--- src/sv/sac_pkg.sv ---
// Shared constants, types and the exponential table for the softmax classifier
`timescale 1ns / 1ps

package sac_pkg;

    localparam int NUM_CLASSES = 10;
    localparam int IDX_W       = $clog2(NUM_CLASSES);
    localparam int CLASS_W     = 4;
    localparam int LOGIT_W     = 8;
    localparam int EXP_W       = 17;
    localparam int SUM_W       = 21;
    localparam int PROB_W      = 16;
    localparam int FRAC_BITS   = 16;
    localparam int NUM_W       = EXP_W + FRAC_BITS;
    // quotient never reaches 2^QUO_W since the sum is at least 1.0
    localparam int QUO_W       = PROB_W + 1;
    localparam int STEP_W      = $clog2(QUO_W);

    typedef struct packed {
        logic              start;
        logic [NUM_W-1:0]  num;
        logic [SUM_W-1:0]  den;
    } div_req_t;

    typedef struct packed {
        logic              done;
        logic [QUO_W-1:0]  quo;
    } div_rsp_t;

    // round(65536 * e^-k), zero from k = 12 on
    function automatic logic [EXP_W-1:0] exp_lookup(input logic [LOGIT_W-1:0] k);
        logic [EXP_W-1:0] e;
        case (k)
            8'd0:    e = 17'd65536;
            8'd1:    e = 17'd24109;
            8'd2:    e = 17'd8869;
            8'd3:    e = 17'd3263;
            8'd4:    e = 17'd1200;
            8'd5:    e = 17'd442;
            8'd6:    e = 17'd162;
            8'd7:    e = 17'd60;
            8'd8:    e = 17'd22;
            8'd9:    e = 17'd8;
            8'd10:   e = 17'd3;
            8'd11:   e = 17'd1;
            default: e = '0;
        endcase
        return e;
    endfunction

endpackage

--- src/sv/sac_div.sv ---
// Bit-serial restoring divider, one quotient bit per cycle
`timescale 1ns / 1ps

module sac_div
    import sac_pkg::*;
(
    input  logic     clk,
    input  logic     rst_n,
    input  div_req_t req,
    output div_rsp_t rsp
);

    logic                busy_reg, busy_next;
    logic                done_reg, done_next;
    logic [STEP_W-1:0]   step_reg, step_next;
    logic [SUM_W-1:0]    rem_reg, rem_next;
    logic [SUM_W-1:0]    den_reg, den_next;
    logic [QUO_W-1:0]    numlo_reg, numlo_next;
    logic [QUO_W-1:0]    quo_reg, quo_next;
    logic [SUM_W:0]      trial;
    logic                fits;

    assign trial = {rem_reg, numlo_reg[QUO_W-1]};
    assign fits  = (trial >= {1'b0, den_reg});

    always_comb
    begin
        busy_next  = busy_reg;
        done_next  = 1'b0;
        step_next  = step_reg;
        rem_next   = rem_reg;
        den_next   = den_reg;
        numlo_next = numlo_reg;
        quo_next   = quo_reg;
        if (req.start)
        begin
            busy_next  = 1'b1;
            step_next  = '0;
            // upper numerator bits are already below the divisor
            rem_next   = SUM_W'(req.num[NUM_W-1:QUO_W]);
            den_next   = req.den;
            numlo_next = req.num[QUO_W-1:0];
            quo_next   = '0;
        end
        else if (busy_reg)
        begin
            rem_next   = fits ? SUM_W'(trial - {1'b0, den_reg}) : trial[SUM_W-1:0];
            numlo_next = {numlo_reg[QUO_W-2:0], 1'b0};
            quo_next   = {quo_reg[QUO_W-2:0], fits};
            step_next  = step_reg + STEP_W'(1);
            if (step_reg == STEP_W'(QUO_W - 1))
            begin
                busy_next = 1'b0;
                done_next = 1'b1;
            end
        end
    end

    always_ff @(posedge clk or negedge rst_n)
    begin
        if (!rst_n)
        begin
            busy_reg <= 1'b0;
            done_reg <= 1'b0;
            step_reg <= '0;
        end
        else
        begin
            busy_reg <= busy_next;
            done_reg <= done_next;
            step_reg <= step_next;
        end
    end

    always_ff @(posedge clk)
    begin
        rem_reg   <= rem_next;
        den_reg   <= den_next;
        numlo_reg <= numlo_next;
        quo_reg   <= quo_next;
    end

    assign rsp.done = done_reg;
    assign rsp.quo  = quo_reg;

endmodule

--- src/sv/softmax_argmax_classifier_unit.sv ---
// After the final logit, the exponential sum is formed over all 10 classes, then each result
// starts the divider, waits for its 17 quotient bits and its done flag, and is then presented.
// Throughput: one logit per cycle while loading; a frame of 10 logits is then handled class
// by class by the single bit-serial divider shared by all classes, so no new frame is taken
// until the final result of the frame has been taken.
// Reset (rst_n, asynchronous, active low) clears control state, maximum and counts.
`timescale 1ns / 1ps

module softmax_argmax_classifier_unit
    import sac_pkg::*;
(
    input  logic                      clk,
    input  logic                      rst_n,
    input  logic signed [LOGIT_W-1:0] logit,
    input  logic                      in_valid,
    output logic                      in_stall,
    output logic [CLASS_W-1:0]        class_index,
    output logic [PROB_W-1:0]         probability,
    output logic [CLASS_W-1:0]        predicted_class,
    output logic                      last_result,
    output logic                      out_valid,
    input  logic                      out_stall
);

    localparam logic [2:0] ST_LOAD  = 3'd0;
    localparam logic [2:0] ST_SUM   = 3'd1;
    localparam logic [2:0] ST_START = 3'd2;
    localparam logic [2:0] ST_WAIT  = 3'd3;
    localparam logic [2:0] ST_OUT   = 3'd4;

    localparam logic [IDX_W-1:0] LAST_IDX = IDX_W'(NUM_CLASSES - 1);

    logic [2:0]                state_reg, state_next;
    logic [LOGIT_W-1:0]        logit_reg [NUM_CLASSES];
    logic signed [LOGIT_W-1:0] max_reg, max_next;
    logic [IDX_W-1:0]          max_idx_reg, max_idx_next;
    logic [IDX_W-1:0]          count_reg, count_next;
    logic [IDX_W-1:0]          cls_reg, cls_next;
    logic [SUM_W-1:0]          sum_reg, sum_next;
    logic                      out_valid_reg, out_valid_next;
    logic [PROB_W-1:0]         prob_reg, prob_next;

    logic                      in_take;
    logic [EXP_W-1:0]          exp_val;
    div_req_t                  div_req;
    div_rsp_t                  div_rsp;

    assign in_stall = (state_reg != ST_LOAD);
    assign in_take  = in_valid && !in_stall;
    assign exp_val  = exp_lookup(LOGIT_W'(max_reg - $signed(logit_reg[cls_reg])));

    assign div_req.start = (state_reg == ST_START);
    assign div_req.num   = NUM_W'({exp_val, FRAC_BITS'(0)}) + NUM_W'(sum_reg >> 1);
    assign div_req.den   = sum_reg;

    sac_div u_div
    (
        .clk   (clk),
        .rst_n (rst_n),
        .req   (div_req),
        .rsp   (div_rsp)
    );

    always_comb
    begin
        state_next     = state_reg;
        max_next       = max_reg;
        max_idx_next   = max_idx_reg;
        count_next     = count_reg;
        cls_next       = cls_reg;
        sum_next       = sum_reg;
        out_valid_next = out_valid_reg;
        prob_next      = prob_reg;
        case (state_reg)
            ST_LOAD:
            begin
                if (in_take)
                begin
                    if (logit > max_reg)
                    begin
                        max_next     = logit;
                        max_idx_next = count_reg;
                    end
                    if (count_reg == LAST_IDX)
                    begin
                        count_next = '0;
                        cls_next   = '0;
                        sum_next   = '0;
                        state_next = ST_SUM;
                    end
                    else
                    begin
                        count_next = count_reg + IDX_W'(1);
                    end
                end
            end
            ST_SUM:
            begin
                sum_next = sum_reg + SUM_W'(exp_val);
                if (cls_reg == LAST_IDX)
                begin
                    cls_next   = '0;
                    state_next = ST_START;
                end
                else
                begin
                    cls_next = cls_reg + IDX_W'(1);
                end
            end
            ST_START:
            begin
                state_next = ST_WAIT;
            end
            ST_WAIT:
            begin
                if (div_rsp.done)
                begin
                    // saturate 1.0 to the largest Q0.16 code
                    prob_next      = div_rsp.quo[QUO_W-1] ? '1 : div_rsp.quo[PROB_W-1:0];
                    out_valid_next = 1'b1;
                    state_next     = ST_OUT;
                end
            end
            ST_OUT:
            begin
                if (!out_stall)
                begin
                    out_valid_next = 1'b0;
                    if (cls_reg == LAST_IDX)
                    begin
                        max_next     = {1'b1, {(LOGIT_W-1){1'b0}}};
                        max_idx_next = '0;
                        sum_next     = '0;
                        cls_next     = '0;
                        state_next   = ST_LOAD;
                    end
                    else
                    begin
                        cls_next   = cls_reg + IDX_W'(1);
                        state_next = ST_START;
                    end
                end
            end
            default:
            begin
                state_next     = ST_LOAD;
                out_valid_next = 1'b0;
            end
        endcase
    end

    always_ff @(posedge clk or negedge rst_n)
    begin
        if (!rst_n)
        begin
            state_reg     <= ST_LOAD;
            max_reg       <= {1'b1, {(LOGIT_W-1){1'b0}}};
            max_idx_reg   <= '0;
            count_reg     <= '0;
            cls_reg       <= '0;
            sum_reg       <= '0;
            out_valid_reg <= 1'b0;
        end
        else
        begin
            state_reg     <= state_next;
            max_reg       <= max_next;
            max_idx_reg   <= max_idx_next;
            count_reg     <= count_next;
            cls_reg       <= cls_next;
            sum_reg       <= sum_next;
            out_valid_reg <= out_valid_next;
        end
    end

    always_ff @(posedge clk)
    begin
        prob_reg <= prob_next;
        if (in_take)
        begin
            logit_reg[count_reg] <= logit;
        end
    end

    assign out_valid       = out_valid_reg;
    assign probability     = prob_reg;
    assign class_index     = CLASS_W'(cls_reg);
    assign predicted_class = CLASS_W'(max_idx_reg);
    assign last_result     = (cls_reg == LAST_IDX);

endmodule

--- config.mk ---
export PLATFORM = sky130hd
export DESIGN_NAME = softmax_argmax_classifier_unit
export DESIGN_NICKNAME = d
export VERILOG_FILES = /design/src/sv/sac_pkg.sv /design/src/sv/sac_div.sv /design/src/sv/softmax_argmax_classifier_unit.sv
export SDC_FILE = /design/constraint.sdc
export NUM_CORES = 1
export LEC_CHECK = 0
export ABC_AREA = 0
export BUFFER_PORTS_ARGS = -buffer_cell sky130_fd_sc_hd__clkbuf_2
export CORE_UTILIZATION = 32
export CTS_CLUSTER_DIAMETER = 100
export CTS_CLUSTER_SIZE = 10
export DETAILED_ROUTE_END_ITERATION = 12
export MAX_ROUTING_LAYER = met4
export PLACE_DENSITY_LB_ADDON = 0.05
export SLEW_MARGIN = 20
export SYNTH_ARGS = -nofsm -noshare
export SYNTH_HDL_FRONTEND = slang
export SYNTH_HIERARCHICAL = 1
export SYNTH_SLANG_ARGS = --single-unit
--- constraint.sdc ---
create_clock -name clk -period 7.2 [get_ports clk]
set_input_delay 1.44 -clock clk [delete_from_list [all_inputs] [get_ports clk]]
set_output_delay 1.44 -clock clk [all_outputs]
set_load 0.1 [all_outputs]
# Word-level counts from Yosys, hierarchy flattened
# Memory sizes are Yosys's and may differ from the RTL's.
# Cells that the tools add are included.
word_totals:
  regBits: 144
  latchBits: 0
  ram_bits: 80
  rom_bits: 240
  inputBits: 12
  output_inout_bits: 27
  wordCells: 105
  n_memories: 2
op_classes:
  add_sub_neg: 7
  n_mul: 0
  n_div: 0
  magnitude_cmp: 2
  eq_ne: 14
  shift: 0
  n_mux: 47
  n_bitwise: 1
  n_reduce_logical: 16
mem_list:
  columns: ["memory", "words", "width", "read_ports", "rd_clocked_by_memory_dff", "wr", "line_no", "rtl"]
  rows:
  - ["(no name shown)", 16, 15, 1, 0, 0, "sac_pkg.sv:33", "case (k)"]
  - ["logit_reg", 10, 8, 1, 0, 1, "softmax_argmax_classifier_unit.sv:34", "logic [LOGIT_W-1:0] logit_reg [NUM_CLASSES];"]
op_table:
  columns: ["cell", "count"]
  rows:
  - ["$mux 21", 5]
  - ["$pmux 21 s3", 1]
  - ["$mux 17", 3]
  - ["$mux 4", 9]
  - ["$add 33x20->33", 1]
  - ["$mux 16", 2]
  - ["$mux 8", 4]
  - ["$ge 22x21->1", 1]
  - ["$add 21x17->21", 1]
  - ["$sub 21x21->21", 1]
  - ["$pmux 8 s2", 1]
  - ["$mux 3", 5]
  - ["$pmux 3 s5", 1]
  - ["$reduce_and 5->1", 3]
  - ["$ne 2x2->1 const B", 6]
  - ["$pmux 4 s3", 1]
  - ["$mux 1", 10]
  - ["$mux 5", 2]
  - ["$add 4x1->4 const B", 2]
  - ["$eq 4x4->1 const B", 2]
  - ["$gt 8x8->1", 1]
  - ["$pmux 4 s2", 1]
  - ["$sub 8x8->8", 1]
  - ["$eq 3x2->1 const B", 2]
  - ["18 further kinds", 21]

# Depth between registers and ports, before layout
# Gate-level depths: netlist of run 1.
# An unclocked memory read counts as a cell.
depth:
  word_depth: 6
  depth_mapped: 24
  depth_no_buf: 23

# Hierarchy
# Netlist of run 1, hierarchy kept.
modules_own_cells:
  columns: ["module", "instances", "cells_per_inst", "area_each_um2", "seq_area_each_um2"]
  rows:
  - ["softmax_argmax_classifier_unit", 1, 614, 7362.1, 4010.1]
  - ["sac_div", 1, 428, 4533.1, 2237.1]

# Worst setup path before layout of run 1
# Ideal clock, no wire load.
synth_path:
  kind: "reg-to-reg"
  from: "register cls_reg[0] (netlist: class_index[0])"
  to: "register sum_reg[20]"
  setup_ns: 0.127
  t_arrival_ns: 6.076
  required_time_ns: 7.073
  setup_slack_ns: 0.997
  path_stages_with_launch: 24
  path_buffers: 3
  period_less_slack_ns: 6.203
  path_cell_list: "dfrtp_1 buf_6 buf_1 mux4_2 a211oi_1 a21oi_1 ha_1 fa_1 nor2b_1 o21a_1 mux2i_1 a211o_1 nand3_2 or2_1 buf_4 nor3_1 ha_1 a21o_1 a21o_1 a221oi_1 o21ai_0 a22oi_1 or4_1 nand3_1"
synth_between:
  elab_chain_cells: 6
  word_cells_on_any_way: 10
  classes_between: "add/sub (2); eq/ne (2); mux (2); reduce/logical (2); memory (2)"
synth_rtl:
  columns: ["element", "line_no", "rtl"]
  rows:
  - ["start, declared", "softmax_argmax_classifier_unit.sv:38", "logic [IDX_W-1:0] cls_reg, cls_next;"]
  - ["start signal, assigned", "softmax_argmax_classifier_unit.sv:170", "cls_reg <= cls_next;"]
  - ["$mem_v2 10x8", null, null]
  - ["$sub 8x8->8", "softmax_argmax_classifier_unit.sv:50", "assign exp_val = exp_lookup(LOGIT_W'(max_reg - $signed(logit_reg[cls_reg])));"]
  - ["$mem_v2 16x15 / $logic_not 4->1 (equally long branches)", null, null]
  - ["$mux 17", "sac_pkg.sv:33", null]
  - ["$add 21x17->21", "softmax_argmax_classifier_unit.sv:99", "sum_next = sum_reg + SUM_W'(exp_val);"]
  - ["$pmux 21 s3", "softmax_argmax_classifier_unit.sv:74", "case (state_reg)"]
  - ["end signal, assigned", "softmax_argmax_classifier_unit.sv:171", "sum_reg <= sum_next;"]
  - ["end, declared", "softmax_argmax_classifier_unit.sv:39", "logic [SUM_W-1:0] sum_reg, sum_next;"]
# Parallel ways exist; a longest one is shown, timed or not.
# A chain may end at the register's enable or synchronous reset.

# Worst setup path after layout of run 1
layout_path:
  from: "register cls_reg[1] (netlist: class_index[1])"
  to: "register sum_reg[20]"
# Same word-level chain as after synthesis.

==> impl_metrics.env, run 1 <==
export IMPL_power_leakage_nw=5.21
export IMPL_grt_setup_unrepaired="false"
export IMPL_tightest_slew_ns=1.00
export IMPL_drt_iter0_drc=406
export IMPL_diodes=0
export IMPL_clkSinkCount=224
export IMPL_critPathRequiredTime_ns=7.64
export IMPL_yosysTopAreaCell="edfxtp_1"
export IMPL_max_freq_mhz=163
export IMPL_cp_slowest_cell="dfrtp_1"
export IMPL_syn_avg_cell_area_um2=11.4
export IMPL_fin_tns_setup_ns=0
export IMPL_synth_area_leaders="edfxtp_1 (38%), dfrtp_1 (11%), ha_1 (6.9%)"
export IMPL_synth_seq_cells=224
export IMPL_cts_tree="yes"
export IMPL_seq_area_um2=6250
export IMPL_finalSetupViolCount=0
export IMPL_reg2reg_depth=21
export IMPL_hold_viol=0
export IMPL_ys_seq_area_share_pct=52.5
export IMPL_post_cts_buffers=0
export IMPL_largest_reg_flops=80
export IMPL_die_x_um=195
export IMPL_cts_hold_buf=0
export IMPL_row_count=70
export IMPL_drc=0
export IMPL_clk_latency_ns=0.55
export IMPL_cts_resized=0
export IMPL_synthSimpleGateAreaFrac_pct=11.3
export IMPL_gp_congestion=0.830
export IMPL_utilization_pct=36.4
export IMPL_coreArea_um2=36600
export IMPL_synthArstFlopShare_pct=23.2
export IMPL_grt_ovfl_total=0
export IMPL_r2r_slack_ns=1.05
export IMPL_synth_compound_area_share_pct=12.6
export IMPL_synthDominantCellAreaShare_pct=37.9
export IMPL_grt_max_degree=57
export IMPL_r2r_end="sum_reg[20]"
export IMPL_areaGrowthSynthToFinish_pct=12.1
export IMPL_ant_nets=0
export IMPL_nets=1159
export IMPL_grt_pass1_vias=7817
export IMPL_synth_fa_ha_area_share_pct=7.62
export IMPL_track_usage_pct=16.3
export IMPL_fill_cells=3612
export IMPL_antenna_found_initial=0
export IMPL_placed_cells=1517
export IMPL_dp_hpwl_um=20500
export IMPL_portBuffers=38
export IMPL_design_area_um2=13300
export IMPL_synth_cell_types=82
export IMPL_cp_data_arrival_time_ns=6.59
export IMPL_synthXorXnorAreaFrac_pct=3.58
export IMPL_ir_worst_vdd_uv=157
export IMPL_ios=39
export IMPL_max_cap_violations=0
export IMPL_slowest_delay_ns=0.94
export IMPL_drive_gt1_share_pct=13.2
export IMPL_wl_um=29200
export IMPL_ys_warnings_count=6
export IMPL_synth_edf_count=150
export IMPL_power_density_nw_per_um2=194
export IMPL_min_period_ns=6.15
export IMPL_initial_core_util_pct=32.5
export IMPL_slew_headroom_pct=32.8
export IMPL_hp_class="flip-flop to flip-flop"
export IMPL_yosys_most_used_dff="edfxtp_1"
export IMPL_post_dp_cell_area_um2=12600
export IMPL_syn_area_um2=11900
export IMPL_finalCritPeriodShare_pct=85.4
export IMPL_cts_htree_levels=1
export IMPL_cp_start_kind="flip-flop"
export IMPL_viasPerCell=5.03
export IMPL_cts_max_path_buffers=3
export IMPL_die_area_um2=37900
export IMPL_worstHoldStart="u_div/rem_reg[16]"
export IMPL_finClkSkew_ns=0.0260
export IMPL_wl_per_cell_um=18.7
export IMPL_slew_violations=0
export IMPL_synth_top_family_by_area="compound AO/OA/AOI/OAI gates"
export IMPL_grt_pass1_wl_um=46400
export IMPL_cts_clk_slew_worst_paths_ns=0.06
export IMPL_timing_hold_worst_endpoint="u_div/rem_reg[16]"
export IMPL_synth_nets=1124
export IMPL_synth_cells=1042
export IMPL_root_buffer="clkbuf_16"
export IMPL_cp_max_fo=21
export IMPL_instances_no_fill=1563
export IMPL_cts_buffers=26
export IMPL_synth_area_mux_share_pct=8.67
export IMPL_multi_input_area_um2=5230
export IMPL_hold_depth=2
export IMPL_crit_path_cell_trace="mux4_2, nor2b_1, a211oi_1, a21oi_1, ha_1, fa_1, nor2b_1, o21a_1, mux2i_1, a211o_1, nand3_2, or2_1, nor3_1, ha_1, a21o_1, a21o_1, a221oi_1, o21ai_0, a22oi_1, or4_1, nand3_1"
export IMPL_die_h_um=195
export IMPL_dr_pass1_iters=5
export IMPL_status="finished, final reports clean"
export IMPL_worstSetupPathType="flip-flop to flip-flop"
export IMPL_vias=7858
export IMPL_cp_end_kind="flip-flop"
export IMPL_regToRegStartpoint="class_index[1]"
## where the power goes
part / internal (mW) / switching (mW)
sequential: 1.37 / 0.000963
combinational: 0.00616 / 0.0206
clock: 0.675 / 0.521
## cell families (layout without fill, tap and decap cells)
group / Yosys count / after routing
AO/OA/AOI/OAI: 223 / 223
XOR/XNOR: 47 / 47
adder cells (fa/ha/maj): 70 / 70
buffers and inverters: 109 / 162
flip-flops: 224 / 224
multiplexers: 80 / 80
other: 1 / 1
AND/OR/NAND/NOR: 288 / 288
## layout by cell type, fill, tap and decap left out, drive strengths merged, types with 6 or more instances in the layout
cell type,netlist,layout
edfxtp,150,150
nand2,93,93
nor2,92,92
clkbuf,28,82
ha,66,66
inv,65,65
o21ai,60,60
a21oi,56,56
dfrtp,51,51
mux2i,40,40
xor2,26,26
mux2,24,24
dfxtp,22,22
nand3,21,21
xnor2,20,20
or2,20,20
a22o,17,17
mux4,16,16
nor3,14,14
buf,16,13
a21o,12,12
nand4,11,11
nand2b,9,9
o211ai,9,9
nor2b,7,7
a31oi,7,7
a211oi,6,6
o21a,6,6
## cell type report
class | count | area share (%)
Sequential cell | 224 | 46.9
Multi-Input combinational cell | 709 | 39.2
Clock buffer | 44 | 5.39
Tap cell | 468 | 4.39
Timing Repair Buffer | 51 | 2.16
Inverter | 65 | 1.83
Clock inverter | 2 | 0.188
## metrics by stage
stage / setup slack (ns) / hold WS (ns) / total power, mW
floorplan: 0.997 / 0.446 / 1.40
global placement: 1.10 / 0.474 / 1.42
detailed placement: 0.991 / 0.476 / 1.42
CTS: 0.978 / 0.484 / 2.64
global route: 0.474 / 0.505 / 2.69
finish: 1.05 / 0.477 / 2.59
## cells in the mapped netlist, drive strengths merged, types with 6 or more instances
| master | number |
|---|---|
| a211oi | 6 |
| a21o | 12 |
| a21oi | 56 |
| a22o | 17 |
| a31oi | 7 |
| buf | 16 |
| clkbuf | 28 |
| dfrtp | 51 |
| dfxtp | 22 |
| edfxtp | 150 |
| ha | 66 |
| inv | 65 |
| mux2 | 24 |
| mux2i | 40 |
| mux4 | 16 |
| nand2 | 93 |
| nand2b | 9 |
| nand3 | 21 |
| nand4 | 11 |
| nor2 | 92 |
| nor2b | 7 |
| nor3 | 14 |
| o211ai | 9 |
| o21a | 6 |
| o21ai | 60 |
| or2 | 20 |
| xnor2 | 20 |
| xor2 | 26 |
## layer usage
| layer | global-route usage (%) | vias to the layer above | wire length (µm) |
|---|---|---|---|
| met5 | - | - | 0 |
| met4 | 4.49 | 0 | 528 |
| met3 | 2.10 | 35 | 974 |
| met2 | 23.9 | 105 | 12700 |
| met1 | 23.5 | 3845 | 15000 |
| li1 | - | 3873 | - |
## worst max path at each step
stage	slack (ns)	endpoint	cells past startpoint	start
6_report	1.05	sum_reg[20]	21	class_index[1]
5_1_grt	0.47	sum_reg[19]	21	class_index[1]
4_1_cts	0.98	sum_reg[19]	21	class_index[1]
3_5_place_dp	0.99	sum_reg[19]	21	class_index[1]
3_3_place_gp	1.10	sum_reg[19]	21	class_index[1]
2_1_floorplan	1.0	sum_reg[20]	23	class_index[0]
## critical path, delay by kind of cell (launching register included)
family          cells  cell delay, ns
flops               1            0.94
fa+ha+maj           3            1.06
mux                 2            0.62
simple gates        7            1.51
compound gates      9            1.92
(Power assumes the default switching activity.)
==> run 2, diff against run 1 <==
Settings changed: CELL_PAD_IN_SITES_DETAIL_PLACEMENT set to 0, CELL_PAD_IN_SITES_GLOBAL_PLACEMENT set to 1.
Clock period 7.2 ns to 5.6 ns, I/O delays scaled along.
==> impl_metrics.env, run 2 (synthesized netlist as in run 1, its figures left out) <==
export IMPL_root_buffer="clkbuf_16"
export IMPL_layout_cells_most_common_list="edfxtp_1 (150), nand2_1 (92), nor2_1 (90), inv_1 (64), ha_1 (64)"
export IMPL_largest_reg_flops=80
export IMPL_wl_um=30300
export IMPL_regToRegStartpoint="class_index[0]"
export IMPL_drc=0
export IMPL_slew_headroom_pct=28.2
export IMPL_hp_class="flip-flop to flip-flop"
export IMPL_worstSetupPathType="flip-flop to flip-flop"
export IMPL_die_x_um=195
export IMPL_setup_ws_ns=0.314
export IMPL_grt_pass1_vias=8173
export IMPL_design_area_um2=13600
export IMPL_cp_max_fo=7
export IMPL_max_freq_mhz=189
export IMPL_slew_violations=0
export IMPL_power_density_nw_per_um2=248
export IMPL_final_common_cell="edfxtp_1"
export IMPL_status="finished, final reports clean"
export IMPL_coreArea_um2=36600
export IMPL_wl_per_cell_um=19.0
export IMPL_cts_htree_levels=1
export IMPL_cp_end_kind="flip-flop"
export IMPL_row_count=70
export IMPL_power_leakage_nw=5.37
export IMPL_grt_ovfl_total=0
export IMPL_drt_iter0_drc=379
export IMPL_r2r_slack_ns=0.31
export IMPL_r2r_end="sum_reg[20]"
export IMPL_nets=1187
export IMPL_diodes=0
export IMPL_areaGrowthSynthToFinish_pct=14.7
export IMPL_viasPerCell=5.02
export IMPL_drive_gt1_share_pct=16.5
export IMPL_post_dp_cell_area_um2=12800
export IMPL_gp_congestion=0.778
export IMPL_cts_tree="yes"
export IMPL_initial_core_util_pct=32.5
export IMPL_hold_viol=0
export IMPL_grt_setup_unrepaired="false"
export IMPL_grt_pass1_wl_um=48500
export IMPL_track_usage_pct=16.8
export IMPL_max_cap_violations=0
export IMPL_cts_max_path_buffers=3
export IMPL_finalCritPeriodShare_pct=94.4
export IMPL_cts_clk_slew_worst_paths_ns=0.06
export IMPL_critPathRequiredTime_ns=6.09
export IMPL_fin_tns_setup_ns=0
export IMPL_cts_hold_buf=0
export IMPL_antenna_found_initial=0
export IMPL_min_period_ns=5.29
export IMPL_hold_depth=2
export IMPL_timing_hold_worst_endpoint="u_div/rem_reg[16]"
export IMPL_cp_data_arrival_time_ns=5.77
export IMPL_crit_path_cell_trace="mux4_2, nor2b_1, a211oi_1, a21oi_1, ha_1, fa_1, nor2b_1, buf_4, nor3_1, o21ai_0, and3_1, nand3_2, buf_4, or2_2, inv_2, fa_1, a21o_1, a21oi_1, o21a_1, o21ai_1, a22oi_2, or4_1, nand3_1"
export IMPL_cp_start_kind="flip-flop"
export IMPL_clk_latency_ns=0.56
export IMPL_grt_max_degree=65
export IMPL_portBuffers=38
export IMPL_finalSetupViolCount=0
export IMPL_die_h_um=195
export IMPL_die_area_um2=37900
export IMPL_ant_nets=0
export IMPL_reg2reg_depth=23
export IMPL_dr_pass1_iters=4
export IMPL_cts_buffers=26
export IMPL_slowest_delay_ns=0.50
export IMPL_cp_slowest_cell="mux4_2"
export IMPL_tightest_slew_ns=1.07
export IMPL_worstHoldStart="u_div/rem_reg[16]"
export IMPL_dp_hpwl_um=21600
export IMPL_finClkSkew_ns=0.0143
export IMPL_vias=7986
export IMPL_ios=39
export IMPL_ir_worst_vdd_uv=191
export IMPL_fin_total_pwr_mw=3.38
export IMPL_clkSinkCount=224
export IMPL_dp_slack_ns=-0.0938
==> run 2: changes by cell type in the layout (fill, tap and decap cells not counted), sizes merged <==
cell    delta
buf       +28
bufinv     +1
==> run 2: metal layers <==
| metal | global-route usage [%] | vias to the layer above | wire, µm |
|---|---|---|---|
| met5 | - | - | 0 |
| met4 | 4.05 | 0 | 561 |
| met3 | 1.93 | 39 | 887 |
| met2 | 24.5 | 95 | 13000 |
| met1 | 24.8 | 3920 | 15900 |
| li1 | - | 3932 | - |
==> run 2: power breakdown <==
group          internal [mW]  switching (mW)  leakage [nW]
clock network          0.912           0.675         0.364
registers               1.76         0.00116          2.18
logic                0.00800          0.0266          2.83
total                   2.68           0.703          5.37
==> run 2: final cells by class <==
class | instances | area, µm²
multi-input combinational | 709 | 5280
clock inverter | 3 | 50.0
sequential | 224 | 6250
inverter | 65 | 244
fill | 3623 | 23000
tap | 468 | 586
timing repair buffer | 79 | 505
clock buffer | 44 | 718
==> run 2: worst max-delay path: cells and delay by family, from the launching register on <==
family                   cells  cell delay (ns)
multiplexers                 1             0.50
flip-flops                   1             0.49
AND/OR/NAND/NOR              8             1.55
adder cells (fa/ha/maj)      3             0.86
AO/OA/AOI/OAI                8             1.42
buffers and inverters        3             0.42
==> run 2: metrics by stage <==
step / instances / util, % / hold WS (ns)
floorplan: 1042 / - / 0.446
global placement: 1544 / 34.9 / 0.481
detailed placement: 1544 / 34.9 / 0.490
CTS: 1591 / 37.1 / 0.502
global route: 1592 / 37.3 / 0.528
finish: 1592 / 37.3 / 0.487
==> run 2: worst max-delay path by stage <==
stage / slack, ns / depth (start not counted) / from / endpoint
3_5_place_dp: -0.09 / 20 / class_index[0] / sum_reg[20]
5_1_grt: 0.005 / 22 / class_index[0] / sum_reg[19]
3_3_place_gp: 0.05 / 20 / class_index[0] / sum_reg[19]
4_1_cts: 0.06 / 21 / class_index[0] / sum_reg[20]
2_1_floorplan: 0.02 / 23 / class_index[0] / sum_reg[20]
6_report: 0.31 / 23 / class_index[0] / sum_reg[20]
==> run 2: timing repair <==
action                                  CTS  global route
setup buffers                             0             1
resized for setup                         2            17
pin swaps                                 0             0
endpoints found under the setup margin    2            15
hold endpoints to repair                  0             0
==> run 3, diff against run 2 <==
Settings changed: CORE_UTILIZATION 32 to 44.
Clock period 5.6 ns to 5.4 ns, I/O delays scaled along.
==> impl_metrics.env, run 3 (synthesized netlist as in run 1, its figures left out) <==
export IMPL_nets=1194
export IMPL_status="complete, but fails checks"
export IMPL_grt_pass1_wl_um=43400
export IMPL_dr_pass1_iters=11
export IMPL_viasPerCell=5.45
export IMPL_finClkSkew_ns=0.0141
export IMPL_cp_start_kind="flip-flop"
export IMPL_die_area_um2=27700
export IMPL_largest_reg_flops=80
export IMPL_finalCritPeriodShare_pct=95.1
export IMPL_track_usage_pct=20.6
export IMPL_ir_worst_vdd_uv=250
export IMPL_root_buffer="clkbuf_16"
export IMPL_power_leakage_nw=5.40
export IMPL_worstSetupPathType="flip-flop to flip-flop"
export IMPL_cts_clk_slew_worst_paths_ns=0.06
export IMPL_max_freq_mhz=195
export IMPL_wl_per_cell_um=18.6
export IMPL_areaGrowthSynthToFinish_pct=13.8
export IMPL_power_density_nw_per_um2=254
export IMPL_ios=39
export IMPL_ant_nets=0
export IMPL_hold_viol=0
export IMPL_cts_htree_levels=1
export IMPL_critPathRequiredTime_ns=5.80
export IMPL_hp_class="flip-flop to flip-flop"
export IMPL_finalSetupViolCount=0
export IMPL_dp_hpwl_um=19100
export IMPL_p_int_mw=2.74
export IMPL_slew_violations=0
export IMPL_gp_congestion=0.863
export IMPL_switching_share_pct=20.5
export IMPL_setup_ws_ns=0.263
export IMPL_violations="design-rule violations"
export IMPL_clkPwrFrac_pct=45.9
export IMPL_drt_iter0_drc=532
export IMPL_cts_max_path_buffers=3
export IMPL_final_common_cell="edfxtp_1"
export IMPL_vias=7992
export IMPL_dp_slack_ns=0.0102
export IMPL_slew_headroom_pct=30.5
export IMPL_initial_core_util_pct=45.3
export IMPL_grt_max_degree=84
export IMPL_grt_pass1_vias=7699
export IMPL_cp_data_arrival_time_ns=5.54
export IMPL_clkSinkCount=224
export IMPL_tightest_slew_ns=1.04
export IMPL_layout_cells_most_common_list="edfxtp_1 (150), nand2_1 (92), nor2_1 (88), inv_1 (64), ha_1 (64)"
export IMPL_clk_latency_ns=0.54
export IMPL_coreArea_um2=26300
export IMPL_min_period_ns=5.14
export IMPL_row_count=59
export IMPL_die_h_um=166
export IMPL_grt_setup_unrepaired="true"
export IMPL_instances_no_fill=1467
export IMPL_diodes=0
export IMPL_cts_hold_buf=0
export IMPL_cts_buffers=26
export IMPL_die_x_um=166
export IMPL_switching_power_uw=704
export IMPL_grt_ovfl_total=0
export IMPL_placed_cells=1412
export IMPL_pwr_share_comb_pct=1.0
export IMPL_portBuffers=38
export IMPL_cp_end_kind="flip-flop"
export IMPL_p_seq_share_pct=53.1
export IMPL_antenna_found_initial=0
export IMPL_fin_tns_setup_ns=0
export IMPL_max_cap_violations=0
export IMPL_drive_gt1_share_pct=17.6
export IMPL_wl_um=27300
export IMPL_cts_tree="yes"
export IMPL_drc=7
export IMPL_cp_max_fo=7
[run 3: cell count changes in the layout (fill, tap and decap cells not counted), sizes merged]
cell	before	now
buf	41	48
clkinv	2	1
clkinvlp	0	1
clkbuf	82	84
bufinv	1	0
[run 3: final cells by class]
| class | instances | area (µm²) |
|---|---|---|
| Tap cell | 335 | 419 |
| Fill cell | 2355 | 12700 |
| Clock buffer | 46 | 726 |
| Timing Repair Buffer | 86 | 563 |
| Multi-Input combinational cell | 709 | 5300 |
| Sequential cell | 224 | 6260 |
| Inverter | 65 | 244 |
| Clock inverter | 2 | 23.8 |
[run 3: final timing paths]
| check | start | to | slack (ns) | cells after the start |
|---|---|---|---|---|
| worst max-delay path | class_index[0] | sum_reg[19] | 0.26 | 23 |
| worst min-delay path | u_div/rem_reg[16] | u_div/rem_reg[16] | 0.48 | 2 |
| worst max register to register | class_index[0] | sum_reg[19] | 0.26 | 23 |
| worst min register to register | u_div/rem_reg[16] | u_div/rem_reg[16] | 0.48 | 2 |
| max in group asynchronous | rst_n | class_index[1] | 4.10 | 2 |
| min in group asynchronous | rst_n | sum_reg[10] | 0.72 | 2 |
[run 3: timing repair]
item                       4_1_cts  5_1_grt
resized for setup                0       24
buffers inserted                 0        7
setup endpoints to repair        0       14
[run 3: power groups by stage]
| stage | registers, mW | clock network (mW) | logic [mW] |
|---|---|---|---|
| 2_1_floorplan | 1.86 | 0 | 0.00933 |
| 3_3_place_gp | 1.86 | 0 | 0.0361 |
| 3_5_place_dp | 1.86 | 0 | 0.0364 |
| 4_1_cts | 1.83 | 1.63 | 0.0365 |
| 5_1_grt | 1.82 | 1.70 | 0.0411 |
| 6_report | 1.83 | 1.58 | 0.0358 |
[run 3: worst max-delay path: stages, from the launching register on]
cell,delay (ns)
dfrtp_4,0.50
mux4_2,0.51
nor2b_1,0.15
a211oi_2,0.20
a21oi_1,0.09
ha_2,0.23
fa_2,0.37
nor2b_4,0.14
o21a_1,0.20
mux2i_1,0.22
a211o_1,0.13
nand3_2,0.09
buf_4,0.17
or2_2,0.33
inv_2,0.10
ha_1,0.15
a21oi_1,0.06
o211ai_1,0.32
nand3_1,0.18
a221oi_2,0.34
buf_4,0.18
o211ai_1,0.11
a21oi_1,0.15
o22ai_1,0.09
[run 3: through the flow]
stage                     hold WS (ns)  power [mW]  util, %  cell area [µm²]
after floorplan                  0.446        1.87        -            11900
after global placement           0.472        1.90     48.2            12700
after detailed placement         0.481        1.90     48.2            12700
after CTS                        0.491        3.49     51.0            13400
after global routing             0.497        3.57     51.5            13500
final                            0.483        3.44     51.5            13500
[run 3: metal layers]
metal	track usage [%]	wire length, µm	up-vias
met4	5.11	520	0
met1	30.8	14000	3829
met5	-	0	-
met3	2.64	1300	38
met2	29.4	11500	158
li1	-	-	3967
